**config.mk**
```make
export PLATFORM = sky130hd
export DESIGN_NAME = brush_footprint_falloff_flat
export DESIGN_NICKNAME = d
export VERILOG_FILES = /design/src/design/bff_pkg.sv /design/src/design/bff_if.sv /design/src/design/brush_footprint_falloff.sv /design/src/flat_wrapper.sv
export SDC_FILE = /design/constraint.sdc
export NUM_CORES = 2
export LEC_CHECK = 0
export ABC_AREA = 1
export CAP_MARGIN = 20
export CORE_UTILIZATION = 35
export CTS_CLUSTER_SIZE = 10
export DETAILED_ROUTE_END_ITERATION = 10
export DONT_BUFFER_PORTS = 1
export PLACE_DENSITY = 0.56
export REMOVE_ABC_BUFFERS = 1
export SYNTH_ARGS = -nofsm -noshare
export SYNTH_HDL_FRONTEND = slang
export SYNTH_SLANG_ARGS = --single-unit
export TNS_END_PERCENT = 100
```
**constraint.sdc**
```tcl
create_clock -name clk -period 8.5 [get_ports clk]
set_clock_uncertainty 0.2 [all_clocks]
set_input_delay 0.85 -clock clk [delete_from_list [all_inputs] [get_ports clk]]
set_output_delay 0.85 -clock clk [all_outputs]
set_load 0.02 [all_outputs]
```
**src/design/bff_pkg.sv**
```systemverilog
// Shared widths, register indexes and reset values of the brush footprint block.
package bff_pkg;

	// Field widths
	localparam int CENTER_W = 16;
	localparam int MODE_W   = 2;
	localparam int GRID_W   = 16;
	localparam int WEIGHT_W = 9;
	localparam int DELTA_W  = 17;

	// Configuration port
	localparam int CFG_IDX_W  = 3;
	localparam int CFG_DATA_W = 16;

	localparam logic [CFG_IDX_W-1:0] REG_SHAPE    = 3'd0;
	localparam logic [CFG_IDX_W-1:0] REG_SIZE     = 3'd1;
	localparam logic [CFG_IDX_W-1:0] REG_SPACING  = 3'd2;
	localparam logic [CFG_IDX_W-1:0] REG_SOFTNESS = 3'd3;
	localparam logic [CFG_IDX_W-1:0] REG_GAIN     = 3'd4;

	localparam int SIZE_W    = 10;
	localparam int SPACING_W = 8;
	localparam int SOFT_W    = 9;
	localparam int GAIN_W    = 16;

	localparam logic               RST_SHAPE    = 1'b0;
	localparam logic [SIZE_W-1:0]    RST_SIZE     = 10'd64;
	localparam logic [SPACING_W-1:0] RST_SPACING  = 8'd16;
	localparam logic [SOFT_W-1:0]    RST_SOFTNESS = 9'd0;
	localparam logic [GAIN_W-1:0]    RST_GAIN     = 16'd256;

	// Mode codes
	localparam logic [MODE_W-1:0] MODE_RAISE    = 2'd0;
	localparam logic [MODE_W-1:0] MODE_LOWER    = 2'd1;
	localparam logic [MODE_W-1:0] MODE_EQUALIZE = 2'd2;

	// Weight of a point at full strength, Q1.8
	localparam logic [WEIGHT_W-1:0] WEIGHT_FULL = 9'd256;
	// Smallest softness that gives a soft edge
	localparam logic [SOFT_W-1:0]   SOFT_MIN    = 9'd3;

	localparam int MAX_SPAN_DEF = 8;

endpackage

```
**src/design/bff_if.sv**
```systemverilog
// Valid/ready channel interfaces for brush placements and footprint points.
interface bff_place_if;
	logic                                  valid;
	logic                                  ready;
	logic signed [bff_pkg::CENTER_W-1:0]   center_x;
	logic signed [bff_pkg::CENTER_W-1:0]   center_y;
	logic        [bff_pkg::MODE_W-1:0]     mode;

	modport source (output valid, center_x, center_y, mode, input ready);
	modport sink   (input valid, center_x, center_y, mode, output ready);
endinterface

interface bff_point_if;
	logic                                  valid;
	logic                                  ready;
	logic signed [bff_pkg::GRID_W-1:0]     grid_x;
	logic signed [bff_pkg::GRID_W-1:0]     grid_y;
	logic        [bff_pkg::WEIGHT_W-1:0]   weight;
	logic signed [bff_pkg::DELTA_W-1:0]    height_delta;
	logic                                  clipped;
	logic                                  last;

	modport source (output valid, grid_x, grid_y, weight, height_delta, clipped, last,
		input ready);
	modport sink   (input valid, grid_x, grid_y, weight, height_delta, clipped, last,
		output ready);
endinterface

```
**src/design/brush_footprint_falloff.sv**
```systemverilog
// Terrain brush footprint walker with falloff weights, built on one shared divider.
//
// One placement (centre in world units and a mode) is accepted when the block is idle,
// then the grid points of the brush's bounding box are produced row by row, y outer and
// x inner, one item per point, the final one flagged with last. Each axis is clipped to
// MAX_SPAN points, which sets clipped on every point of that placement. Equalize and
// mode 3 produce nothing and keep the block idle, ready for the next placement on the
// following cycle. All work runs
// through one restoring divider (one quotient bit a cycle), one shift-and-subtract square
// root (one result bit a cycle) and one registered 18x18 multiplier, sequenced by a
// single state machine; the block accepts no placement until the last point is taken.
// Box setup runs the four bound divides. Each point then passes through the multiplier
// states and the handshake when its weight is zero or full; a soft square point adds the
// edge divide; a soft circle point adds the falloff divide and the root; a point inside
// the soft band adds the softness divide as well.
// Configuration writes must happen only while idle.
module brush_footprint_falloff #(
	parameter int MAX_SPAN = bff_pkg::MAX_SPAN_DEF
) (
	input  logic                              clk,
	input  logic                              arst_n,
	input  logic                              cfg_wr_en,
	input  logic [bff_pkg::CFG_IDX_W-1:0]     cfg_index,
	input  logic [bff_pkg::CFG_DATA_W-1:0]    cfg_wdata,
	bff_place_if.sink                         placement,
	bff_point_if.source                       point
);
	import bff_pkg::*;

	localparam int SPAN_W = $clog2(MAX_SPAN + 1);
	localparam int H_W    = SIZE_W - 1;  // half size
	localparam int G_W    = 18;          // box bounds and grid coordinates
	localparam int SPN_W  = G_W + 1;     // span before clipping
	localparam int DX_W   = 13;          // offsets stay within about two spacings of the box
	localparam int SQ_W   = 23;          // squared distance
	localparam int HH_W   = 2 * H_W;
	localparam int MUL_W  = 18;
	localparam int PRD_W  = 2 * MUL_W;
	localparam int NUM_W  = 34;          // widest dividend: (h*h - D) << 16
	localparam int DEN_W  = 18;
	localparam int Q_W    = 17;          // every quotient fits here
	localparam int CNT_W  = $clog2(NUM_W + 1);
	localparam int SQR_W  = 17;          // root operand up to 65536

	typedef enum logic [3:0] {
		S_IDLE, S_BOX, S_DIV, S_SPAN, S_HH, S_PX, S_PY, S_SQX, S_SQY,
		S_EVAL, S_SQRT, S_SOFT, S_GAIN, S_DELTA, S_OUT
	} state_t;

	typedef enum logic [2:0] {
		OP_X0, OP_X1, OP_Y0, OP_Y1, OP_F, OP_SQR, OP_SOFT
	} div_op_t;

	// Configuration registers
	logic                 shape_q;
	logic [SIZE_W-1:0]    size_q;
	logic [SPACING_W-1:0] spacing_q;
	logic [SOFT_W-1:0]    soft_q;
	logic [GAIN_W-1:0]    gain_q;

	// Placement and walk state
	state_t                    state_q;
	div_op_t                   op_q;
	logic signed [CENTER_W-1:0] cx_q, cy_q;
	logic                      lower_q;
	logic signed [G_W-1:0]     x0_q, x1_q, y0_q, y1_q;
	logic [SPAN_W-1:0]         nx_q, ny_q, xi_q, yi_q;
	logic                      clip_q;
	logic [HH_W-1:0]           hh_q;
	logic signed [DX_W-1:0]    dx_q, dy_q;
	logic [SQ_W-1:0]           sqx_q;
	logic [WEIGHT_W-1:0]       w_q;
	logic [WEIGHT_W-1:0]       r_q;
	logic signed [PRD_W-1:0]   prod_q;

	// Divider and root unit registers
	logic [NUM_W-1:0]  div_num_q;
	logic [DEN_W-1:0]  div_den_q;
	logic [DEN_W-1:0]  div_rem_q;
	logic [CNT_W-1:0]  div_cnt_q;
	logic              div_neg_q;
	logic [SQR_W-1:0]  sq_v_q, sq_res_q, sq_bit_q;

	// Output register
	logic                      out_valid_q;
	logic signed [GRID_W-1:0]  out_gx_q, out_gy_q;
	logic [WEIGHT_W-1:0]       out_w_q;
	logic signed [DELTA_W-1:0] out_delta_q;
	logic                      out_clip_q, out_last_q;

	// Derived values
	logic [H_W-1:0]       h;
	logic [SPACING_W-1:0] s;
	logic                 soft_on;
	logic signed [G_W-1:0] gx, gy;
	logic signed [G_W-1:0] nx0, nx1, ny0, ny1;
	logic signed [SPN_W-1:0] spanx, spany;
	logic [SQ_W-1:0]      dsq;
	logic [DX_W-1:0]      adx, ady, mx;
	logic                 last_pt;
	logic signed [MUL_W-1:0] mul_a, mul_b;

	// Divider step
	logic [DEN_W:0]   rem_sh;
	logic [DEN_W+1:0] rem_diff;
	logic [DEN_W-1:0] rem_nx;
	logic [NUM_W-1:0] num_nx;
	logic [Q_W-1:0]   quo;
	logic signed [G_W-1:0] box_q;

	// Root step
	logic [SQR_W:0]   sq_sum;
	logic [SQR_W-1:0] sq_v_nx, sq_res_nx;

	// Delta
	logic [DELTA_W-1:0] delta_mag;

	assign h       = size_q[SIZE_W-1:1];
	assign s       = (spacing_q == '0) ? SPACING_W'(1) : spacing_q;
	assign soft_on = (soft_q >= SOFT_MIN);

	assign gx = x0_q + G_W'(xi_q);
	assign gy = y0_q + G_W'(yi_q);

	// Box numerators: start uses c - h, end uses c + h + s
	assign nx0 = G_W'(cx_q) - G_W'(h);
	assign nx1 = G_W'(cx_q) + G_W'(h) + G_W'(s);
	assign ny0 = G_W'(cy_q) - G_W'(h);
	assign ny1 = G_W'(cy_q) + G_W'(h) + G_W'(s);

	assign spanx = SPN_W'(x1_q) - SPN_W'(x0_q) + SPN_W'(1);
	assign spany = SPN_W'(y1_q) - SPN_W'(y0_q) + SPN_W'(1);

	assign dsq = sqx_q + prod_q[SQ_W-1:0];
	assign adx = dx_q[DX_W-1] ? DX_W'(-dx_q) : DX_W'(dx_q);
	assign ady = dy_q[DX_W-1] ? DX_W'(-dy_q) : DX_W'(dy_q);
	assign mx  = (adx > ady) ? adx : ady;

	assign last_pt = (xi_q == nx_q - SPAN_W'(1)) && (yi_q == ny_q - SPAN_W'(1));

	// Shared multiplier operands, chosen by state
	always_comb begin
		mul_a = '0;
		mul_b = '0;
		unique case (state_q)
			S_SPAN: begin
				mul_a = MUL_W'(h);
				mul_b = MUL_W'(h);
			end
			S_PX: begin
				mul_a = gx;
				mul_b = MUL_W'(s);
			end
			S_PY: begin
				mul_a = gy;
				mul_b = MUL_W'(s);
			end
			S_SQX: begin
				mul_a = MUL_W'(dx_q);
				mul_b = MUL_W'(dx_q);
			end
			S_SQY: begin
				mul_a = MUL_W'(dy_q);
				mul_b = MUL_W'(dy_q);
			end
			S_GAIN: begin
				mul_a = MUL_W'(w_q);
				mul_b = MUL_W'(gain_q);
			end
			default: begin
				mul_a = '0;
				mul_b = '0;
			end
		endcase
	end

	// Restoring divide: one quotient bit per cycle, quotient shifts into the dividend
	always_comb begin
		rem_sh   = {div_rem_q, div_num_q[NUM_W-1]};
		rem_diff = {1'b0, rem_sh} - {2'b00, div_den_q};
		if (!rem_diff[DEN_W+1]) begin
			rem_nx = rem_diff[DEN_W-1:0];
			num_nx = {div_num_q[NUM_W-2:0], 1'b1};
		end else begin
			rem_nx = rem_sh[DEN_W-1:0];
			num_nx = {div_num_q[NUM_W-2:0], 1'b0};
		end
		quo   = num_nx[Q_W-1:0];
		box_q = div_neg_q ? -G_W'(quo) : G_W'(quo);
	end

	// Square root: one result bit per cycle
	always_comb begin
		sq_sum = {1'b0, sq_res_q} + {1'b0, sq_bit_q};
		if ({1'b0, sq_v_q} >= sq_sum) begin
			sq_v_nx   = sq_v_q - sq_sum[SQR_W-1:0];
			sq_res_nx = (sq_res_q >> 1) + sq_bit_q;
		end else begin
			sq_v_nx   = sq_v_q;
			sq_res_nx = sq_res_q >> 1;
		end
	end

	assign delta_mag = prod_q[DELTA_W+7:8];

	// Configuration registers
	always_ff @(posedge clk or negedge arst_n) begin
		if (!arst_n) begin
			shape_q   <= RST_SHAPE;
			size_q    <= RST_SIZE;
			spacing_q <= RST_SPACING;
			soft_q    <= RST_SOFTNESS;
			gain_q    <= RST_GAIN;
		end else if (cfg_wr_en) begin
			unique case (cfg_index)
				REG_SHAPE:    shape_q   <= cfg_wdata[0];
				REG_SIZE:     size_q    <= cfg_wdata[SIZE_W-1:0];
				REG_SPACING:  spacing_q <= cfg_wdata[SPACING_W-1:0];
				REG_SOFTNESS: soft_q    <= cfg_wdata[SOFT_W-1:0];
				REG_GAIN:     gain_q    <= cfg_wdata[GAIN_W-1:0];
				default: ;
			endcase
		end
	end

	// Payload registers of the multiplier; no reset needed
	always_ff @(posedge clk) begin
		prod_q <= mul_a * mul_b;
	end

	// Sequencer: holds state, the arithmetic unit registers and the output register
	always_ff @(posedge clk or negedge arst_n) begin
		if (!arst_n) begin
			state_q     <= S_IDLE;
			op_q        <= OP_X0;
			out_valid_q <= 1'b0;
			cx_q        <= '0;
			cy_q        <= '0;
			lower_q     <= 1'b0;
			x0_q        <= '0;
			x1_q        <= '0;
			y0_q        <= '0;
			y1_q        <= '0;
			nx_q        <= '0;
			ny_q        <= '0;
			xi_q        <= '0;
			yi_q        <= '0;
			clip_q      <= 1'b0;
			hh_q        <= '0;
			dx_q        <= '0;
			dy_q        <= '0;
			sqx_q       <= '0;
			w_q         <= '0;
			r_q         <= '0;
			div_num_q   <= '0;
			div_den_q   <= '0;
			div_rem_q   <= '0;
			div_cnt_q   <= '0;
			div_neg_q   <= 1'b0;
			sq_v_q      <= '0;
			sq_res_q    <= '0;
			sq_bit_q    <= '0;
			out_gx_q    <= '0;
			out_gy_q    <= '0;
			out_w_q     <= '0;
			out_delta_q <= '0;
			out_clip_q  <= 1'b0;
			out_last_q  <= 1'b0;
		end else begin
			unique case (state_q)
				S_IDLE: begin
					if (placement.valid) begin
						cx_q    <= placement.center_x;
						cy_q    <= placement.center_y;
						lower_q <= (placement.mode == MODE_LOWER);
						// equalize and the unused code produce nothing
						if (placement.mode != MODE_RAISE && placement.mode != MODE_LOWER)
							state_q <= S_IDLE;
						else
							state_q <= S_BOX;
					end
				end
				S_BOX: begin
					// start the x start bound divide
					div_neg_q <= nx0[G_W-1];
					div_num_q <= {(nx0[G_W-1] ? Q_W'(-nx0) : Q_W'(nx0)), Q_W'(0)};
					div_den_q <= DEN_W'(s);
					div_rem_q <= '0;
					div_cnt_q <= CNT_W'(Q_W);
					op_q      <= OP_X0;
					state_q   <= S_DIV;
				end
				S_DIV: begin
					if (div_cnt_q == CNT_W'(1)) begin
						div_rem_q <= '0;
						unique case (op_q)
							OP_X0: begin
								x0_q      <= box_q;
								div_neg_q <= nx1[G_W-1];
								div_num_q <= {(nx1[G_W-1] ? Q_W'(-nx1) : Q_W'(nx1)),
									Q_W'(0)};
								div_cnt_q <= CNT_W'(Q_W);
								op_q      <= OP_X1;
							end
							OP_X1: begin
								x1_q      <= box_q;
								div_neg_q <= ny0[G_W-1];
								div_num_q <= {(ny0[G_W-1] ? Q_W'(-ny0) : Q_W'(ny0)),
									Q_W'(0)};
								div_cnt_q <= CNT_W'(Q_W);
								op_q      <= OP_Y0;
							end
							OP_Y0: begin
								y0_q      <= box_q;
								div_neg_q <= ny1[G_W-1];
								div_num_q <= {(ny1[G_W-1] ? Q_W'(-ny1) : Q_W'(ny1)),
									Q_W'(0)};
								div_cnt_q <= CNT_W'(Q_W);
								op_q      <= OP_Y1;
							end
							OP_Y1: begin
								y1_q    <= box_q;
								state_q <= S_SPAN;
							end
							OP_F: begin
								// falloff fraction in Q1.16, take its root
								sq_v_q   <= quo;
								sq_res_q <= '0;
								sq_bit_q <= SQR_W'(1) << (SQR_W - 1);
								state_q  <= S_SQRT;
							end
							OP_SQR: begin
								r_q     <= quo[WEIGHT_W-1:0];
								state_q <= S_SOFT;
							end
							OP_SOFT: begin
								w_q     <= quo[WEIGHT_W-1:0];
								state_q <= S_GAIN;
							end
							default: state_q <= S_IDLE;
						endcase
					end else begin
						div_num_q <= num_nx;
						div_rem_q <= rem_nx;
						div_cnt_q <= div_cnt_q - CNT_W'(1);
					end
				end
				S_SPAN: begin
					// clip each axis; the multiplier forms h*h this cycle
					clip_q <= (spanx > SPN_W'(MAX_SPAN)) || (spany > SPN_W'(MAX_SPAN));
					if (spanx > SPN_W'(MAX_SPAN)) begin
						nx_q <= SPAN_W'(MAX_SPAN);
					end else begin
						nx_q <= SPAN_W'(spanx);
					end
					if (spany > SPN_W'(MAX_SPAN)) begin
						ny_q <= SPAN_W'(MAX_SPAN);
					end else begin
						ny_q <= SPAN_W'(spany);
					end
					xi_q    <= '0;
					yi_q    <= '0;
					state_q <= S_HH;
				end
				S_HH: begin
					hh_q    <= prod_q[HH_W-1:0];
					state_q <= S_PX;
				end
				S_PX: state_q <= S_PY;
				S_PY: begin
					dx_q    <= prod_q[DX_W-1:0] - cx_q[DX_W-1:0];
					state_q <= S_SQX;
				end
				S_SQX: begin
					dy_q    <= prod_q[DX_W-1:0] - cy_q[DX_W-1:0];
					state_q <= S_SQY;
				end
				S_SQY: begin
					sqx_q   <= prod_q[SQ_W-1:0];
					state_q <= S_EVAL;
				end
				S_EVAL: begin
					div_rem_q <= '0;
					if (!shape_q) begin
						if (dsq > SQ_W'(hh_q)) begin
							w_q     <= '0;
							state_q <= S_GAIN;
						end else if (soft_on && h != '0) begin
							div_num_q <= NUM_W'(hh_q - HH_W'(dsq)) << 16;
							div_den_q <= DEN_W'(hh_q);
							div_cnt_q <= CNT_W'(NUM_W);
							op_q      <= OP_F;
							state_q   <= S_DIV;
						end else begin
							w_q     <= WEIGHT_FULL;
							state_q <= S_GAIN;
						end
					end else begin
						if (mx > DX_W'(h)) begin
							w_q     <= '0;
							state_q <= S_GAIN;
						end else if (soft_on && h != '0) begin
							div_num_q <= {Q_W'(H_W'(h - H_W'(mx))) << 8, Q_W'(0)};
							div_den_q <= DEN_W'(h);
							div_cnt_q <= CNT_W'(Q_W);
							op_q      <= OP_SQR;
							state_q   <= S_DIV;
						end else begin
							w_q     <= WEIGHT_FULL;
							state_q <= S_GAIN;
						end
					end
				end
				S_SQRT: begin
					sq_v_q   <= sq_v_nx;
					sq_res_q <= sq_res_nx;
					sq_bit_q <= sq_bit_q >> 2;
					if (sq_bit_q[0]) begin
						r_q     <= sq_res_nx[WEIGHT_W-1:0];
						state_q <= S_SOFT;
					end
				end
				S_SOFT: begin
					// scale down inside the soft band
					if (r_q < soft_q) begin
						div_num_q <= {Q_W'(r_q) << 8, Q_W'(0)};
						div_den_q <= DEN_W'(soft_q);
						div_rem_q <= '0;
						div_cnt_q <= CNT_W'(Q_W);
						op_q      <= OP_SOFT;
						state_q   <= S_DIV;
					end else begin
						w_q     <= WEIGHT_FULL;
						state_q <= S_GAIN;
					end
				end
				S_GAIN: state_q <= S_DELTA;
				S_DELTA: begin
					out_gx_q    <= gx[GRID_W-1:0];
					out_gy_q    <= gy[GRID_W-1:0];
					out_w_q     <= w_q;
					out_delta_q <= lower_q ? -$signed(delta_mag) : $signed(delta_mag);
					out_clip_q  <= clip_q;
					out_last_q  <= last_pt;
					out_valid_q <= 1'b1;
					state_q     <= S_OUT;
				end
				S_OUT: begin
					if (point.ready) begin
						out_valid_q <= 1'b0;
						if (out_last_q) begin
							state_q <= S_IDLE;
						end else begin
							if (xi_q == nx_q - SPAN_W'(1)) begin
								xi_q <= '0;
								yi_q <= yi_q + SPAN_W'(1);
							end else begin
								xi_q <= xi_q + SPAN_W'(1);
							end
							state_q <= S_PX;
						end
					end
				end
				default: state_q <= S_IDLE;
			endcase
		end
	end

	assign placement.ready    = (state_q == S_IDLE);
	assign point.valid        = out_valid_q;
	assign point.grid_x       = out_gx_q;
	assign point.grid_y       = out_gy_q;
	assign point.weight       = out_w_q;
	assign point.height_delta = out_delta_q;
	assign point.clipped      = out_clip_q;
	assign point.last         = out_last_q;

`ifndef SYNTHESIS
	a_out_only_in_out: assert property (@(posedge clk) disable iff (!arst_n)
		point.valid |-> state_q == S_OUT)
		else $error("point shown outside the output state");
	a_no_accept_while_busy: assert property (@(posedge clk) disable iff (!arst_n)
		placement.ready |-> !point.valid)
		else $error("placement accepted while a point is pending");
	a_weight_range: assert property (@(posedge clk) disable iff (!arst_n)
		point.valid |-> point.weight <= WEIGHT_FULL)
		else $error("weight above full strength");
	a_zero_weight_delta: assert property (@(posedge clk) disable iff (!arst_n)
		point.valid && point.weight == '0 |-> point.height_delta == '0)
		else $error("nonzero delta on a zero-weight point");
	a_last_returns_idle: assert property (@(posedge clk) disable iff (!arst_n)
		point.valid && point.ready && point.last |=> state_q == S_IDLE)
		else $error("walk did not end after the last point");
`endif

endmodule
```
**src/flat_wrapper.sv**
```systemverilog
// flat-port wrapper written by rule: the top's interface ports become plain ports
module brush_footprint_falloff_flat import bff_pkg::*;
#(
	parameter int MAX_SPAN = bff_pkg::MAX_SPAN_DEF
)
  (clk, arst_n, cfg_wr_en, cfg_index, cfg_wdata, placement_valid, placement_center_x, placement_center_y, placement_mode, placement_ready, point_valid, point_grid_x, point_grid_y, point_weight, point_height_delta, point_clipped, point_last, point_ready);
  bff_place_if placement_i ();
  bff_point_if point_i ();
  input  logic clk;
  input  logic arst_n;
  input  logic cfg_wr_en;
  input  logic [bff_pkg::CFG_IDX_W-1:0] cfg_index;
  input  logic [bff_pkg::CFG_DATA_W-1:0] cfg_wdata;
  input wire logic [$bits(placement_i.valid)-1:0] placement_valid;
  input wire logic [$bits(placement_i.center_x)-1:0] placement_center_x;
  input wire logic [$bits(placement_i.center_y)-1:0] placement_center_y;
  input wire logic [$bits(placement_i.mode)-1:0] placement_mode;
  output wire logic [$bits(placement_i.ready)-1:0] placement_ready;
  output wire logic [$bits(point_i.valid)-1:0] point_valid;
  output wire logic [$bits(point_i.grid_x)-1:0] point_grid_x;
  output wire logic [$bits(point_i.grid_y)-1:0] point_grid_y;
  output wire logic [$bits(point_i.weight)-1:0] point_weight;
  output wire logic [$bits(point_i.height_delta)-1:0] point_height_delta;
  output wire logic [$bits(point_i.clipped)-1:0] point_clipped;
  output wire logic [$bits(point_i.last)-1:0] point_last;
  input wire logic [$bits(point_i.ready)-1:0] point_ready;
  assign placement_i.valid = placement_valid;
  assign placement_i.center_x = placement_center_x;
  assign placement_i.center_y = placement_center_y;
  assign placement_i.mode = placement_mode;
  assign placement_ready = placement_i.ready;
  assign point_valid = point_i.valid;
  assign point_grid_x = point_i.grid_x;
  assign point_grid_y = point_i.grid_y;
  assign point_weight = point_i.weight;
  assign point_height_delta = point_i.height_delta;
  assign point_clipped = point_i.clipped;
  assign point_last = point_i.last;
  assign point_i.ready = point_ready;
  brush_footprint_falloff #(.MAX_SPAN(MAX_SPAN)) u_core (.clk(clk), .arst_n(arst_n), .cfg_wr_en(cfg_wr_en), .cfg_index(cfg_index), .cfg_wdata(cfg_wdata), .placement(placement_i), .point(point_i));
endmodule
```
Word-level counts from Yosys, hierarchy flattened
Cells that the tools add are included.
Cells by class
  mux-type cells: 102
  multiply operators: 1
  eq/ne operators: 48
  reductions and logical operators: 45
  add/sub/neg operators: 34
  order comparisons: 8
Operator list (count)
  two-way mux 34 bit: 7
  two-way mux 17 bit: 13
  two-way mux 18 bit: 10
  case mux 34 bit (4 select lines): 1
  case mux 18 bit (3 select lines): 2
  case mux 18 bit (6 select lines): 1
  case mux 17 bit (2 select lines): 3
  case mux 34 bit (3 select lines): 1
  two-way mux 9 bit: 10
  case mux 18 bit (5 select lines): 1
  negation 17 bit: 5
  two-way mux 4 bit: 17
  case mux 4 bit (15 select lines): 1
  two-way mux 6 bit: 8
  two-way mux 13 bit: 3
  adder 19 x 2 -> 19 bit, second input constant: 2
  > comparator 19 x 5 -> 1 bit, second input constant: 2
  subtractor 18 x 18 -> 19 bit: 2
  adder 18 x 4 -> 18 bit: 2
  adder 18 x 8 -> 18 bit: 2
  adder 16 x 10 -> 17 bit: 2
  subtractor 16 x 10 -> 17 bit: 2
  == test 4 bit, second input constant: 7
  case mux 9 bit (3 select lines): 1
  other kinds (63): 133
Word-level totals
  input bits: 58
  register bits after elaboration: 472
  output and inout bits: 62
  logic and storage cells: 279

Logic depth before layout (Yosys ltp)
  depth after elaboration: 9
  gate-level depth with buffers: 38
  mapped depth without buffers: 38

Least setup slack after synthesis
Ideal clock, no wire load.
  kind: reg-to-reg
  from: register u_core.yi_q[0]
  to: register u_core.prod_q[21]
  library setup time: 0.121 ns
  buffers on the path: 0
  slack: 1.205 ns
  period minus slack after synthesis: 7.295 ns
  arrival: 6.974 ns
  stages on the path, launching flop included: 37
  required time: 8.179 ns
  cell sequence: dfrtp_1 -> ha_1 -> inv_1 -> fa_1 -> inv_1 -> nand3_1 -> a21oi_1 -> xor2_1 -> nor2_1 -> nor4_1 -> clkinv_1 -> nand2_1 -> inv_1 -> fa_1 -> inv_1 -> fa_1 -> inv_1 -> fa_1 -> inv_1 -> fa_1 -> inv_1 -> fa_1 -> inv_1 -> fa_1 -> inv_1 -> ha_1 -> nand2_1 -> nor2_1 -> nand2_1 -> o211ai_1 -> a31oi_1 -> nor3_1 -> nor2_1 -> nor2_1 -> o21ai_0 -> nand2_1 -> xor2_1
On the way
  longest elaborated chain between the ends: 3
Ends and longest elaborated chain
  start: declaration: RTL line brush_footprint_falloff.sv:67  | logic [SPAN_W-1:0] nx_q, ny_q, xi_q, yi_q;
  start signal: assignment: RTL line brush_footprint_falloff.sv:456  | yi_q <= yi_q + SPAN_W'(1);
  adder 18 x 4 -> 18 bit: RTL line brush_footprint_falloff.sv:123  | assign gy = y0_q + G_W'(yi_q);
  case mux 18 bit (6 select lines): RTL line brush_footprint_falloff.sv:145  | unique case (state_q)
  multiplier 18 x 18 -> 25 bit: RTL line brush_footprint_falloff.sv:228  | prod_q <= mul_a * mul_b;
  end signal: assignment: RTL line brush_footprint_falloff.sv:228
  end: declaration: RTL line brush_footprint_falloff.sv:74  | logic signed [PRD_W-1:0] prod_q;
Every way passes these cells.
A chain may end at the register's enable or synchronous reset.

Worst setup path after layout
  from: register u_core.state_q[0]
  to: register u_core.prod_q[23]
On the way
  longest elaborated chain between the ends: 4
  elaborated cells on any way between the ends: 10
  those cells by class: mul (1); eq/ne (6); mux (2); reduce/logical (1)
Ends and longest elaborated chain
  start: declaration: RTL line brush_footprint_falloff.sv:62  | state_t state_q;
  start signal: assignment: RTL line brush_footprint_falloff.sv:234  | state_q <= S_IDLE;
  start signal: assignment: RTL line brush_footprint_falloff.sv:278  | state_q <= S_IDLE;
  start signal: assignment: RTL line brush_footprint_falloff.sv:280  | state_q <= S_BOX;
  == test 4 x 3 -> 1 bit: RTL line brush_footprint_falloff.sv:145
  OR reduction 2 bit (no source line)
  case mux 18 bit (5 select lines): RTL line brush_footprint_falloff.sv:145
  multiplier 18 x 18 -> 25 bit (*): RTL line brush_footprint_falloff.sv:228
Every way passes the cells marked *; elsewhere a longest branch is shown, timed or not.

==> impl_metrics.env <==
export IMPL_status="complete, but fails checks"
export IMPL_violations="negative hold slack, max-slew violations"
export IMPL_fp_dieH_um=362
export IMPL_cts_buffers=61
export IMPL_drc_errors=0
export IMPL_grt_use_total=0.239
export IMPL_overflow=0
export IMPL_grt_pass1_vias=40000
export IMPL_postSynthCellCount=6317
export IMPL_dieArea_um2=131000
export IMPL_hold_path_class="primary input to async pin"
export IMPL_synth_edf_count=0
export IMPL_crit_fanout=21
export IMPL_core_area_um2=128000
export IMPL_nets=6979
export IMPL_maxSlewHeadroom=-0.134
export IMPL_routedWlPerCell_um=19.6
export IMPL_synthArstFlopShare=0.946
export IMPL_period_minus_slack_ps=7930
export IMPL_setup_violations_final=0
export IMPL_layout_drive_gt1_share=0.0510
export IMPL_syn_avg_cell_area_um2=7.18
export IMPL_p_leak_nw=25.3
export IMPL_critPathArrivalTime_ps=8310
export IMPL_syn_area_um2=45400
export IMPL_setup_tns_ps=0
export IMPL_critPathKind="register to register"
export IMPL_fmax_ghz=0.126
export IMPL_p_total_mw=6.48
export IMPL_rsz0062_at_grt="no"
export IMPL_yosys_top_cells_area="dfrtp_1 (24%), nand2_1 (13%), ha_1 (11%), fa_1 (10%), inv_1 (8.9%)"
export IMPL_worstSkewPairLatency_ps=710
export IMPL_max_vdd_ir_drop_v=0.000178
export IMPL_antenna_found_initial=7
export IMPL_p_per_area_nw_per_um2=131
export IMPL_yosysUniqueCellTypes=77
export IMPL_path_clk_slew_ps=60
export IMPL_clk_path_buf_depth=3
export IMPL_yosysMostFrequentCell="nand2_1"
export IMPL_synth_warnings=0
export IMPL_htree_levels=2
export IMPL_finalCritPeriodShare=0.933
export IMPL_grt_max_degree=439
export IMPL_detail_route_antenna_nets=0
export IMPL_startpoint_type="register"
export IMPL_gp_congestion=0.960
export IMPL_ys_seq_area_frac=0.253
export IMPL_boundaryPins=120
export IMPL_critical_path_endpoint_type="register"
export IMPL_tightestPinTransition_ps=1700
export IMPL_grt_pass1_wl_um=241000
export IMPL_cp_required_ps=8880
export IMPL_die_w_um=362
export IMPL_dr_pass1_iters=6
export IMPL_start_util=0.355
export IMPL_viasPerCell=5.12
export IMPL_place_hpwl_um=127000
export IMPL_syn_to_final_growth_pct=8.84
export IMPL_clock_sinks=463
export IMPL_vias=41300
export IMPL_ys_flop_type="dfrtp_1"
export IMPL_rows=131
export IMPL_fillers=13500
export IMPL_max_cap_violations=0
export IMPL_synth_top_area_share=0.240
export IMPL_synth_seq_cells=463
export IMPL_cts_tree="done"
export IMPL_drt_total_wl_um=158000
export IMPL_drtIter0Drc=3444
export IMPL_portBuffers=0
export IMPL_finalHoldViolations=192
export IMPL_yosysTopAreaCell="dfrtp_1"
export IMPL_slew_violations=279
export IMPL_whs_ps=-336
export IMPL_cts_root_buffer="clkbuf_16"
export IMPL_synthTopCellsByCount="nand2_1 (1608), inv_1 (1081), o21ai_0 (499)"
## power breakdown
part	internal [mW]	switching, mW
Combinational	0.510	1.06
Clock	1.48	1.11
Sequential	2.26	0.0635
## critical path, cell delays in order (launching register included)
cell	delay [ps]
dfrtp_1	420
nand2_1	150
inv_2	40
nand2_1	460
buf_4	310
inv_2	120
nand2_1	100
nand2_2	90
inv_2	350
nand3_2	550
nand2_1	330
inv_1	110
fa_1	530
fa_1	450
fa_1	520
fa_1	520
fa_1	660
inv_1	90
fa_1	530
inv_1	50
ha_1	370
nand4_1	150
nor3_1	270
nand4_1	130
nand3_1	120
xor2_1	140
## stage by stage
step | instances | utilization | cell area, µm² | worst slack [ps] | hold slack (ps)
2_1_floorplan | 6154 | - | 44600 | 1020 | 242
3_3_place_gp | 7955 | 0.370 | 47400 | 134 | 258
3_5_place_dp | 7955 | 0.370 | 47400 | 58.4 | 262
4_1_cts | 8062 | 0.385 | 49300 | 15.3 | -376
5_1_grt | 8064 | 0.386 | 49400 | 5.75 | -375
6_report | 8065 | 0.386 | 49400 | 567 | -336
## area by class of cell
class | instances | area, µm² | area share
diodes | 1 | 2.50 | 0.0000507
clock buffers | 90 | 1760 | 0.0355
clock inverters | 17 | 195 | 0.00395
inverters | 1137 | 4280 | 0.0866
multi-input cells | 4554 | 29000 | 0.587
flip-flops and latches | 463 | 11500 | 0.232
well taps | 1729 | 2160 | 0.0438
repair buffers | 74 | 556 | 0.0112
## path summary, 6_finish.rpt
path,start,to,slack (ps),cells after the start
hold / removal,arst_n,u_core.sq_res_q[12],-340,0
setup reg to reg,u_core.state_q[0],u_core.prod_q[23],570,25
setup / recovery,u_core.state_q[0],u_core.prod_q[23],570,25
hold reg to reg,u_core.div_num_q[16],u_core.div_num_q[16],270,2
max in group asynchronous,arst_n,u_core.x1_q[16],7070,0
min in group clk,placement_center_x[2],u_core.cx_q[2],70,2
## flip-flops by register name, summed over array words and instances, names as in the netlist, 13 cells and up
register,flops
u_core.hh_q,18
u_core.point.grid_x,16
u_core.point.height_delta,17
u_core.div_rem_q,18
u_core.dy_q,13
u_core.div_num_q,34
u_core.prod_q,25
u_core.cy_q,16
u_core.y1_q,18
u_core.point.grid_y,16
u_core.sqx_q,23
u_core.dx_q,13
u_core.sq_res_q,17
u_core.x0_q,18
u_core.cx_q,16
u_core.div_den_q,18
u_core.gain_q,16
u_core.y0_q,18
u_core.x1_q,18
u_core.sq_v_q,17
## placed cells by master, fill, tap and decap left out, types with 68 or more instances in the layout
master   Yosys  routed
nand2_1   1608    1607
dfrtp_1    435     435
a21oi_1    316     316
nor2_1     390     385
xor2_1     192     192
nor3_1      68      68
o21ai_0    499     499
nand3_1    306     306
xnor2_1     74      74
inv_1     1081    1079
fa_1       233     233
ha_1       397     397
buf_4       11      74
nand4_1     73      73
## metal layers
layer / up-vias / share of wire / global-route usage
met3: 263 / 0.062 / 0.0348
met5: - / 0.000051 / 0
met2: 1236 / 0.45 / 0.389
met4: 2 / 0.042 / 0.0932
met1: 19700 / 0.44 / 0.318
li1: 20100 / - / -
## timing repair
| item | CTS | global route |
|---|---|---|
| hold endpoints to repair | 438 | 435 |
| buffers inserted | 0 | 2 |
| resized for setup | 0 | 6 |
| setup endpoints to repair | 0 | 10 |
## logic make-up after synthesis
kind of cell | Yosys count | synth area share
AO/OA/AOI/OAI | 1085 | 0.134
XOR/XNOR | 267 | 0.0517
adder cells (fa/ha/maj) | 630 | 0.212
buffers and inverters | 1300 | 0.111
flip-flops | 463 | 0.253
multiplexers | 8 | 0.00193
AND/OR/NAND/NOR | 2564 | 0.237
Power figures use the tool's default switching activity.
